[src/rtl/core/hcpm_pkg.sv]
// shared types, constants and tables for the cosine-power hemisphere map
package hcpm_pkg;

    typedef struct packed {
        logic [15:0] sample_x;
        logic [15:0] sample_y;
    } t_in_word;

    typedef struct packed {
        logic signed [15:0] dir_u;
        logic signed [15:0] dir_v;
        logic [14:0]        dir_w;
    } t_out_word;

    // classified item handed from front end to back end
    typedef struct packed {
        logic [1:0]  quadrant;
        logic [13:0] residual;
        logic [15:0] sample_y;
    } t_job;

    localparam int AtanEntries = 24;
    localparam logic signed [33:0] CordicGainQ30 = 34'sd652032874;
    localparam logic [16:0] TwoPiQ14 = 17'd102944;
    localparam logic [63:0] OneQ30 = 64'd1 << 30;

    function automatic logic signed [33:0] atan_q30(input int k);
        logic signed [33:0] t;
        begin
            unique case (k)
                0: t = 34'sd843314857;
                1: t = 34'sd497837829;
                2: t = 34'sd263043837;
                3: t = 34'sd133525159;
                4: t = 34'sd67021687;
                5: t = 34'sd33543516;
                6: t = 34'sd16775851;
                7: t = 34'sd8388437;
                8: t = 34'sd4194283;
                9: t = 34'sd2097149;
                default: t = (k < AtanEntries) ? (34'sd1 << (30 - k)) : 34'sd0;
            endcase
            return t;
        end
    endfunction

    // 2^(-2^-k) in Q30, for k = 1..24 (floor square root chain from 0.5)
    function automatic logic [30:0] exp_factor(input int k);
        logic [63:0] c;
        logic [63:0] rem;
        logic [63:0] res;
        logic [63:0] bitv;
        logic [63:0] v;
        begin
            c = 64'd1 << 29;
            for (int i = 1; i <= 24; i++) begin
                if (i <= k) begin
                    v = c << 30;
                    rem = v;
                    res = 0;
                    bitv = 64'd1 << 62;
                    for (int j = 0; j < 32; j++) begin
                        if (bitv > v) bitv = bitv >> 2;
                    end
                    for (int j = 0; j < 32; j++) begin
                        if (bitv != 0) begin
                            if (rem >= res + bitv) begin
                                rem = rem - (res + bitv);
                                res = (res >> 1) + bitv;
                            end else begin
                                res = res >> 1;
                            end
                            bitv = bitv >> 2;
                        end
                    end
                    c = res;
                end
            end
            return c[30:0];
        end
    endfunction

endpackage

[src/rtl/core/hcpm_front.sv]
// front end: accepts sample words, splits azimuth into quadrant and residual
module hcpm_front
    import hcpm_pkg::*;
(
    input  logic     i_clk,
    input  logic     i_rst_n,
    input  logic     i_take,
    input  t_in_word i_word,
    output logic     o_valid,
    output t_job     o_job
);

    logic r_valid;
    t_job r_job;

    // classify and register the incoming word
    always_ff @(posedge i_clk) begin
        if (!i_rst_n) begin
            r_valid <= 1'b0;
        end else begin
            r_valid <= i_take;
        end
        r_job.quadrant <= i_word.sample_x[15:14];
        r_job.residual <= i_word.sample_x[13:0];
        r_job.sample_y <= i_word.sample_y;
    end

    assign o_valid = r_valid;
    assign o_job   = r_job;

endmodule

[config.mk]
export PLATFORM = sky130hd
export DESIGN_NAME = hcpm_front
export DESIGN_NICKNAME = d
export VERILOG_FILES = /design/src/rtl/core/hcpm_pkg.sv /design/src/rtl/core/hcpm_front.sv
export SDC_FILE = /design/constraint.sdc
export NUM_CORES = 1
export LEC_CHECK = 0
export ABC_AREA = 1
export BUFFER_PORTS_ARGS = -buffer_cell sky130_fd_sc_hd__buf_4
export CAP_MARGIN = 20
export CORE_MARGIN = 1
export CORE_UTILIZATION = 32
export CTS_BUF_LIST = sky130_fd_sc_hd__clkbuf_4 sky130_fd_sc_hd__clkbuf_8 sky130_fd_sc_hd__clkbuf_16
export DETAILED_ROUTE_END_ITERATION = 7
export PLACE_DENSITY = 0.78
export SLEW_MARGIN = 30
export SYNTH_ARGS = -nofsm -noshare
export SYNTH_HDL_FRONTEND = slang
export SYNTH_SLANG_ARGS = --single-unit
[constraint.sdc]
create_clock -name i_clk -period 0.8 [get_ports i_clk]
set_input_delay 0.12 -clock i_clk [delete_from_list [all_inputs] [get_ports i_clk]]
set_output_delay 0.12 -clock i_clk [all_outputs]
set_load 0.05 [all_outputs]
Yosys cells after proc, flatten, opt, wreduce, memory -nomap -nowiden
Index checks and enable logic that the tools add are counted.

Output and inout port bits: 33. Word-level logic and storage cells: 4. Input port bits: 35. Flip-flop bits (word level): 33.

Depth between registers and ports, before layout
Gate-level depths: netlist of the first run.

Depth after elaboration: 0. Depth in mapped cells: 2. Gate-level depth less buffers: 2.

Worst setup path before layout of the first run
OpenSTA, ideal clock, no wires.

Kind: register to output. From: register r_job (netlist bit o_job[0]). To: output port o_job[0] (netlist bit). Setup slack: 0.093 ns. Data required time: 0.680 ns. Arrival time: 0.587 ns. Stages on the path, launching flop included: 1. Path through: dfxtp_1.

RTL lines: start: declaration (line hcpm_front.sv:14) `t_job r_job;`; end: declaration (line hcpm_front.sv:10) `output t_job o_job`.

No word-level cell between the ends.

Final worst setup path of the first run
From: register r_job (netlist bit o_job[31]). To: output port o_job[31] (netlist bit).

No word-level cell between the ends.

==> qor.yml, run 1 <==
clock_network:
  htree_levels: 2
  cts_sinks: 33
  ctsLongestPathBuffers: 2
  post_cts_buffers: 0
  numCtsBuffers: 5
  cts_tree: "yes"
  cts_root_buf: "clkbuf_4"
  path_clk_slew_ns: 0.12
die:
  core_area_sq_um: 1960
  row_count: 16
  dieArea_sq_um: 2270
  start_util_pct: 34.1
  die_w_um: 47.7
  io_pins: 68
  die_height_um: 47.7
sta:
  hold_viol_final: 0
  tightest_slew_ns: 0.149
  finalCritPeriodShare_pct: 128
  rsz0062_at_grt: "yes"
  relSlewSlack_pct: 90.0
  fmax_mhz: 976
  whs_ns: 0.420
  fin_crit_ns: 1.02
  finalMaxSlewViolations: 0
  setup_ws_ns: -0.225
  finalSetupViolCount: 33
critical_path:
  max_stage_delay_ns: 0.39
  startpoint_type: "flip-flop"
  cp_max_fo: 1
  required_ns: 0.68
  path_class: "flip-flop to output port"
  crit_path_end_kind: "output port"
  crit_arrival_ns: 0.90
  path_delay_family: "flip-flops"
  endpoint: "o_job[31]"
  cp.depth: 1
  startpoint: "o_job[31]"
  path_cells: "buf_8"
  cpMaxStageDelayCell: "dfxtp_2"
  path_buf_inv: 1
routing:
  antenna_left: 0
  via_per_inst: 4.57
  drc_errors: 0
  wl_per_cell_um: 26.2
  firstDrtPassIters: 4
  routed_wl_um: 4560
  drtIter0Drc: 4
  vias: 796
logic_synthesis:
  synth_cell_types: 3
  yosysWarnings: 0
  synth_nets: 70
  ys_seq_area_share_pct: 98.9
  avgSynthCellArea_sq_um: 19.1
  ys_seq_elements: 33
  synth.cell_area_sq_um: 668
  netlist_instances: 35
power_and_ir_drop:
  power.density_nw_per_um2: 2000
  peakVddDrop_uv: 1750
  p_switching_mw: 1.15
  pwr-share-seq_pct: 48.2
  clkPwrFrac_pct: 28.2
  pwr-share-comb_pct: 23.6
  p_leak_nw: 0.874
  switching_share_pct: 30.2
  power_mw: 3.79
  p_int_mw: 2.64
status:
  status: "complete, but fails checks"
  violations: "setup timing"
global_routing:
  first_global_vias: 762
  grtUsageTotal_pct: 28.0
  antenna_found_initial: 1
  grt_remaining_overflow: 0
  grt_max_degree: 10
  grt_pass1_wl_um: 3880
final_layout:
  drive_gt1_share_pct: 75.0
  final_cell_mix: "dlygate4sd3_1, buf_4, dfxtp_2"
  syn_to_final_growth_pct: 184
  layout.cells.non_filler: 174
  final_net_count: 178
worst_hold_path:
  hp-class: "input port to flip-flop"
place:
  io_buffers: 67
  place_congestion: 0.600
  dp_worst_setup_slack_ns: 0.192
  dp_cells: 129
flow_run:
  drv_cap: 0
[per-stage QoR]
stage               setup TNS (ns)  area (sq um)  util [%]
floorplan                        0           668         -
global placement                 0          1200      61.4
detailed placement               0          1200      61.4
CTS                          -3.89          1810      92.3
global route                 -6.80          1900      96.6
finish                       -5.62          1900      96.7
[synthesized netlist by cell type, drive strengths merged]
cell    n  area (sq um)
nand2   1          3.75
dfxtp  33           661
inv     1          3.75
[cell families after synthesis]
family	count (synthesis)	synth area share (%)
flops	33	98.9
simple gates	1	0.561
buf+inv	1	0.561
[power by group through the flow]
| stage | clock network [mW] | logic (mW) | registers, mW |
|---|---|---|---|
| 3_5_place_dp | 0 | 0.578 | 1.79 |
| 3_3_place_gp | 0 | 0.573 | 1.79 |
| 6_report | 1.07 | 0.896 | 1.83 |
| 4_1_cts | 0.942 | 0.789 | 1.79 |
| 2_1_floorplan | 0 | 0.00174 | 2.11 |
| 5_1_grt | 1.14 | 0.912 | 1.83 |
[routing by layer]
layer	part of all wire [%]	global-route usage (%)	up-vias
li1	-	-	323
met1	34	25.6	373
met2	50	48.4	76
met3	9.1	11.7	24
met4	7.0	21.7	0
met5	0	0	-
[state kept, by name, summed over array words and instances, names as in the netlist]
signal	flops
o_valid	1
o_job	32
[worst min-delay path by stage]
| stage | slack, ns | endpoint | start | cells after the start |
|---|---|---|---|---|
| after floorplan | 0.15 | o_job[0] | i_word[0] | 0 |
| after global placement | 0.22 | o_job[5] | i_word[5] | 1 |
| after detailed placement | 0.23 | o_job[16] | i_word[16] | 1 |
| after CTS | 0.44 | o_job[3] | i_word[3] | 2 |
| after global routing | 0.39 | o_job[29] | i_word[29] | 2 |
| final | 0.42 | o_job[21] | i_word[21] | 2 |
[repair_timing]
action                     in CTS  in global routing
setup endpoints to repair      33                 33
hold buffers                   34                  0
gates resized for setup        77                 21
hold endpoints to repair       33                  0
[area by class of cell]
cell class                 count  area, sq um
fill                          37         63.8
clock buffer                   8         60.1
tap                           27         33.8
multi-input combinational      1         3.75
timing repair buffer         101         1090
sequential                    33          702
antenna                        3         7.51
inverter                       1         3.75
Note: power is estimated with default switching activity, not from simulation.
==> run 2, diff against run 1 <==
--- a/config.mk
+++ b/config.mk
@@ -13,6 +13,7 @@
 export CTS_BUF_LIST = sky130_fd_sc_hd__clkbuf_4 sky130_fd_sc_hd__clkbuf_8 sky130_fd_sc_hd__clkbuf_16
 export DETAILED_ROUTE_END_ITERATION = 7
 export PLACE_DENSITY = 0.78
+export SETUP_SLACK_MARGIN = 0.2
 export SLEW_MARGIN = 30
 export SYNTH_ARGS = -nofsm -noshare
 export SYNTH_HDL_FRONTEND = slang
==> constraint.sdc (replaced) <==
create_clock -name i_clk -period 0.8 [get_ports i_clk]
set_input_delay 0.04 -clock i_clk [delete_from_list [all_inputs] [get_ports i_clk]]
set_output_delay 0.04 -clock i_clk [all_outputs]
set_load 0.05 [all_outputs]
==> run 2 against run 1 <==
- the flow still finishes with violations (setup timing)
- power decreased by 3.5%
- critical path depth unchanged
- global-route usage decreased by 1.6 points
- sequential power about the same
- design area decreased by 0.92%
- non-clock buffer count unchanged
- critical path type unchanged
==> qor.yml, run 2 (synthesis results as in run 1) <==
status:
  status: "complete, but fails checks"
  violations: "setup timing"
place:
  io_buffers: 67
  placed_area_sq_um: 1250
  place_congestion: 0.608
  place_hpwl_um: 1050
  dp_worst_setup_slack_ns: 0.278
worst_hold_path:
  hp-class: "input port to flip-flop"
flow_run:
  drv_cap: 0
critical_path:
  path_buf_inv: 1
  required_ns: 0.76
  path_class: "flip-flop to output port"
  startpoint_type: "flip-flop"
  crit_path_end_kind: "output port"
  crit_arrival_ns: 0.85
  path_cells: "buf_8"
  cp_max_fo: 1
  path_delay_family: "flip-flops"
  cpMaxStageDelayCell: "dfxtp_2"
  max_stage_delay_ns: 0.36
global_routing:
  grt_remaining_overflow: 0
  grt_pass1_wl_um: 3630
  grt_max_degree: 11
  antenna_found_initial: 0
  grtUsageTotal_pct: 26.4
  first_global_vias: 745
sta:
  fin_crit_ns: 0.895
  tightest_slew_ns: 0.125
  finalCritPeriodShare_pct: 112
  setup_ws_ns: -0.0948
  rsz0062_at_grt: "yes"
  relSlewSlack_pct: 91.6
  fmax_mhz: 1120
  finalMaxSlewViolations: 0
  hold_viol_final: 0
  finalSetupViolCount: 33
clock_network:
  cts_sinks: 33
  cts_tree: "yes"
  path_clk_slew_ns: 0.11
  htree_levels: 2
  ctsLongestPathBuffers: 2
  post_cts_buffers: 0
  cts_root_buf: "clkbuf_4"
  numCtsBuffers: 5
die:
  die_height_um: 47.7
  start_util_pct: 34.1
  core_area_sq_um: 1960
  row_count: 16
  io_pins: 68
  dieArea_sq_um: 2270
  die_w_um: 47.7
final_layout:
  syn_to_final_growth_pct: 181
  layout_commonest_cell: "buf_4"
  final_net_count: 178
  finalInstanceArea_sq_um: 1880
  largest_register_ffs: 32
  final_util_pct: 95.9
  final_cell_mix: "buf_4, dlygate4sd3_1, dfxtp_2"
  diodes: 0
  drive_gt1_share_pct: 75.0
  n_fill_cell: 41
routing:
  wl_per_cell_um: 20.6
  via_per_inst: 4.21
  drtIter0Drc: 10
  routed_wl_um: 3530
  vias: 720
  drc_errors: 0
  antenna_left: 0
  firstDrtPassIters: 4
power_and_ir_drop:
  peakVddDrop_uv: 1540
  power.density_nw_per_um2: 1950
  p_leak_nw: 0.879
==> run 2: cell type report <==
cell class                      instances  area (sq um)  share of cell area (%)
Sequential cell                        33           702                    37.3
Inverter                                1          3.75                   0.200
Clock inverter                          2          10.0                   0.532
Timing Repair Buffer                  101          1080                    57.6
Tap cell                               27          33.8                    1.80
Clock buffer                            6          45.0                    2.40
Multi-Input combinational cell          1          3.75                   0.200
==> run 2: metal layers <==
| layer | part of all wire [%] | track usage (%) | routed length [um] |
|---|---|---|---|
| met5 | 0 | 0 | 0 |
| met4 | 3.5 | 6.67 | 125 |
| met3 | 9.9 | 12.8 | 351 |
| met2 | 52 | 52.4 | 1840 |
| met1 | 34 | 23.0 | 1210 |
==> run 2: timing repair <==
item	CTS	global route
setup endpoints to repair	33	34
hold endpoints to repair	33	0
hold buffers	34	0
resized for setup	47	17
==> run 2: worst paths after layout <==
path | from | endpoint | cells past startpoint | slack (ns)
min | i_take | o_valid | 4 | 0.09
max | o_job[29] | o_job[29] | 1 | -0.09
==> run 2: through the flow <==
step	TNS, ns	total power, mW	std cells	hold slack, ns
6_report	-2.61	3.66	171	0.0883
3_3_place_gp	0	2.38	129	0.145
2_1_floorplan	0	2.13	35	0.0677
3_5_place_dp	0	2.39	129	0.146
5_1_grt	-3.77	3.79	171	0.111
4_1_cts	-1.32	3.47	171	0.352
==> run 2: power breakdown <==
| group | switching, mW | total, mW | internal (mW) |
|---|---|---|---|
| Combinational | 0.430 | 0.868 | 0.438 |
| Sequential | 0.0663 | 1.82 | 1.75 |
| Clock | 0.607 | 0.975 | 0.369 |
==> run 3, diff against run 2 <==
--- a/config.mk
+++ b/config.mk
@@ -5,12 +5,11 @@
 export SDC_FILE = /design/constraint.sdc
 export NUM_CORES = 1
 export LEC_CHECK = 0
-export ABC_AREA = 1
 export BUFFER_PORTS_ARGS = -buffer_cell sky130_fd_sc_hd__buf_4
 export CAP_MARGIN = 20
 export CORE_MARGIN = 1
 export CORE_UTILIZATION = 32
-export CTS_BUF_LIST = sky130_fd_sc_hd__clkbuf_4 sky130_fd_sc_hd__clkbuf_8 sky130_fd_sc_hd__clkbuf_16
+export CTS_BUF_LIST = sky130_fd_sc_hd__clkbuf_16
 export DETAILED_ROUTE_END_ITERATION = 7
 export PLACE_DENSITY = 0.78
 export SETUP_SLACK_MARGIN = 0.2
==> run 3 against run 2 <==
- the flow now stops in global routing
- synthesized area down 0.19%
- synthesized cell count decreased by 2.9%
==> qor.yml, run 3 <==
sta:
  grt-worst-endpoint: "o_job[15]"
  worst-ep-kind: "primary output"
place:
  io_buffers: 67
  place_congestion: 0.586
logic_synthesis:
  synthMuxAreaShare_pct: 0
  synth_nets: 69
  synth_cell_types: 2
  synth_top_area_share_pct: 99.1
  synth_enable_flop_cells: 0
  yosysWarnings: 0
  synth.cell_area_sq_um: 667
  ys_seq_elements: 33
  synthTopCellsByCount: "dfxtp_1, and2_1"
  netlist_instances: 34
  synth_fa_ha_area_share_pct: 0
  synth_area_leaders: "dfxtp_1, and2_1"
  synth-simple-area-share_pct: 0.938
  ys_seq_area_share_pct: 99.1
  avgSynthCellArea_sq_um: 19.6
  ys_async_sr_fraction_pct: 0
  synth_top_cell_by_area: "dfxtp_1"
  synth_compound_area_share_pct: 0
  synth_top_flop_cell: "dfxtp_1"
  yosysMostFrequentCell: "dfxtp_1"
  synth_top_family_by_area: "simple AND/OR/NAND/NOR gates"
  synth-xor-area-share_pct: 0
clock_network:
  numCtsBuffers: 5
  cts_sinks: 33
  ctsLongestPathBuffers: 2
  htree_levels: 2
  cts_root_buf: "clkbuf_16"
  post_cts_buffers: 0
die:
  die_w_um: 47.7
  row_count: 16
  start_util_pct: 34.0
  die_height_um: 47.7
  io_pins: 68
status:
  status: "did not finish"
  error: "[ERROR DPL-0033] detailed placement checks failed during check placement."
  lastStage: "global routing"
global_routing:
  antenna_found_initial: 0
  grt_max_degree: 10
[run 3: cell types whose count changed after synthesis]
cell	before	now
inv_1	1	0
nand2_1	1	0
and2_1	0	1
[run 3: cell families after synthesis]
| family | Yosys count |
|---|---|
| DFF | 33 |
| and+or+nand+nor | 1 |
[run 3: timing repair]
item,4_1_cts
resized for setup,43
hold buffers,32
endpoints found under the setup margin,33
pin swaps,0
hold endpoints to repair,33
[run 3: metrics by stage]
step,cell area (sq um),std cells,setup WS (ns),utilization [%],hold slack (ns)
after global placement,1240,128,0.284,63.5,0.144
after floorplan,708,34,0.306,-,0.0677
after CTS,1860,167,0.00755,94.8,-0.0248
after detailed placement,1240,128,0.274,63.5,0.145
==> run 4, diff against run 3 <==
--- a/config.mk
+++ b/config.mk
@@ -7,12 +7,10 @@
 export LEC_CHECK = 0
 export BUFFER_PORTS_ARGS = -buffer_cell sky130_fd_sc_hd__buf_4
 export CAP_MARGIN = 20
-export CORE_MARGIN = 1
-export CORE_UTILIZATION = 32
-export CTS_BUF_LIST = sky130_fd_sc_hd__clkbuf_16
+export CORE_AREA = 2 2 63 65
 export DETAILED_ROUTE_END_ITERATION = 7
-export PLACE_DENSITY = 0.78
-export SETUP_SLACK_MARGIN = 0.2
+export DIE_AREA = 0 0 65 67
+export PLACE_DENSITY_LB_ADDON = 0.15
 export SLEW_MARGIN = 30
 export SYNTH_ARGS = -nofsm -noshare
 export SYNTH_HDL_FRONTEND = slang
==> run 4 against run 3 <==
- the flow now finishes, with violations (setup timing)
- synthesized area unchanged
- synthesized cell count is the same
==> qor.yml, run 4 <==
status:
  status: "complete, but fails checks"
  violations: "setup timing"
die:
  io_pins: 68
  core_area_sq_um: 3610
  dieArea_sq_um: 4360
  die_w_um: 65
  die_height_um: 67
  start_util_pct: 18.5
  row_count: 22
worst_hold_path:
  min_to: "o_job[19]"
  hp-class: "input port to flip-flop"
  min_path_cells: 2
  min-delay-start: "i_word[19]"
logic_synthesis:
  yosysWarnings: 0
  synth_enable_flop_cells: 0
  synth.cell_area_sq_um: 667
  synth_cell_types: 2
  synth_top_cell_by_area: "dfxtp_1"
  avgSynthCellArea_sq_um: 19.6
  yosysMostFrequentCell: "dfxtp_1"
  synth_nets: 69
  synthTopCellsByCount: "dfxtp_1, and2_1"
  ys_seq_elements: 33
  synth_area_leaders: "dfxtp_1, and2_1"
  ys_seq_area_share_pct: 99.1
  ys_async_sr_fraction_pct: 0
  synth_top_area_share_pct: 99.1
  synth_top_flop_cell: "dfxtp_1"
  netlist_instances: 34
critical_path:
  path_class: "flip-flop to output port"
  crit_path_end_kind: "output port"
  required_ns: 0.76
  path_buf_inv: 1
  max_stage_delay_ns: 0.34
  path_delay_family: "flip-flops"
  path_cells: "buf_8"
  cpMaxStageDelayCell: "dfxtp_2"
  cp_max_fo: 1
  startpoint_type: "flip-flop"
  crit_arrival_ns: 0.76
global_routing:
  grt_remaining_overflow: 0
  grtUsageTotal_pct: 10.7
  antenna_found_initial: 0
  first_global_vias: 688
  grt_max_degree: 10
  grt_pass1_wl_um: 3130
clock_network:
  numCtsBuffers: 5
  cts_tree: "yes"
  path_clk_slew_ns: 0.06
  ctsLongestPathBuffers: 2
  cts_sinks: 33
  cts_root_buf: "clkbuf_8"
  htree_levels: 2
place:
  dp_cells: 149
  placed_area_sq_um: 1230
  place_congestion: 0.657
  io_buffers: 67
power_and_ir_drop:
  p_int_mw: 2.85
  peakVddDrop_uv: 565
  pwr-share-comb_pct: 21.4
  p_leak_nw: 0.860
  pwr-share-seq_pct: 47.3
  p_switching_uw: 959
  switching_share_pct: 25.2
  power.density_nw_per_um2: 2000
  clkPwrFrac_pct: 31.3
routing:
  vias: 662
  firstDrtPassIters: 3
  wl_per_cell_um: 11.5
  drtIter0Drc: 7
  routed_wl_um: 2190
  antenna_left: 0
  drc_errors: 0
  via_per_inst: 3.48
final_layout:
  largest_register_ffs: 32
  final_net_count: 177
  drive_gt1_share_pct: 74.6
  final_cell_mix: "dlygate4sd3_1, buf_4, dfxtp_2"
  n_fill_cell: 288
  final_util_pct: 52.7
  syn_to_final_growth_pct: 185
  diodes: 0
  finalInstanceArea_sq_um: 1900
  layout.cells.non_filler: 190
sta:
  hold_viol_final: 0
  fmax_mhz: 1250
  relSlewSlack_pct: 92.8
  finalCritPeriodShare_pct: 100
  setup_ws_ns: -0.000865
  tightest_slew_ns: 0.109
  finalSetupViolCount: 2
  rsz0062_at_grt: "yes"
  fin_crit_ns: 0.801
  finalMaxSlewViolations: 0
flow_run:
  drv_cap: 0
[run 4: layer usage]
layer | track usage [%] | vias to the layer above | routed length [um]
met5 | 0 | - | 0
met4 | 12.2 | 0 | 141
met3 | 4.39 | 13 | 179
met2 | 18.7 | 44 | 1200
met1 | 8.28 | 289 | 675
li1 | - | 316 | -
[run 4: logic make-up after synthesis]
kind of cell  synth area share (%)
flops                         99.1
simple gates                 0.939
[run 4: power groups by stage]
stage / logic, mW / clock network [mW] / registers [mW]
2_1_floorplan: 0.00160 / 0 / 2.11
3_3_place_gp: 0.580 / 0 / 1.79
3_5_place_dp: 0.582 / 0 / 1.79
4_1_cts: 0.783 / 1.25 / 1.79
5_1_grt: 0.843 / 1.33 / 1.81
6_report: 0.816 / 1.19 / 1.80
[run 4: timing repair]
item	in CTS	in global routing
resized for setup	68	19
hold buffers	34	0
hold endpoints to repair	33	0
endpoints found under the setup margin	33	32
buffers inserted	0	0
[run 4: worst max-delay path by stage]
stage | cells after the start | endpoint | start | slack, ns
final | 1 | o_job[20] | o_job[20] | -0.0009
after global routing | 1 | o_job[19] | o_job[19] | -0.03
after CTS | 1 | o_job[19] | o_job[19] | -0.02
after detailed placement | 1 | o_job[19] | o_job[19] | 0.25
after global placement | 1 | o_job[19] | o_job[19] | 0.25
after floorplan | 0 | o_job[0] | o_job[0] | 0.17
[run 4: area by class of cell]
| class | instances | area (sq um) | share of cell area [%] |
|---|---|---|---|
| repair buffers | 101 | 1050 | 55.0 |
| flip-flops and latches | 33 | 702 | 36.9 |
| clock buffers | 7 | 86.3 | 4.54 |
| well taps | 48 | 60.1 | 3.16 |
| multi-input cells | 1 | 6.26 | 0.329 |
[run 4: through the flow]
step	setup TNS, ns	total power [mW]	setup WS, ns	hold slack, ns
after floorplan	0	2.11	0.173	0.0677
after global placement	0	2.37	0.253	0.145
after detailed placement	0	2.37	0.251	0.146
after CTS	-0.0483	3.82	-0.0182	0.390
after global routing	-0.494	3.98	-0.0318	0.396
final	-0.00117	3.81	-0.000865	0.405
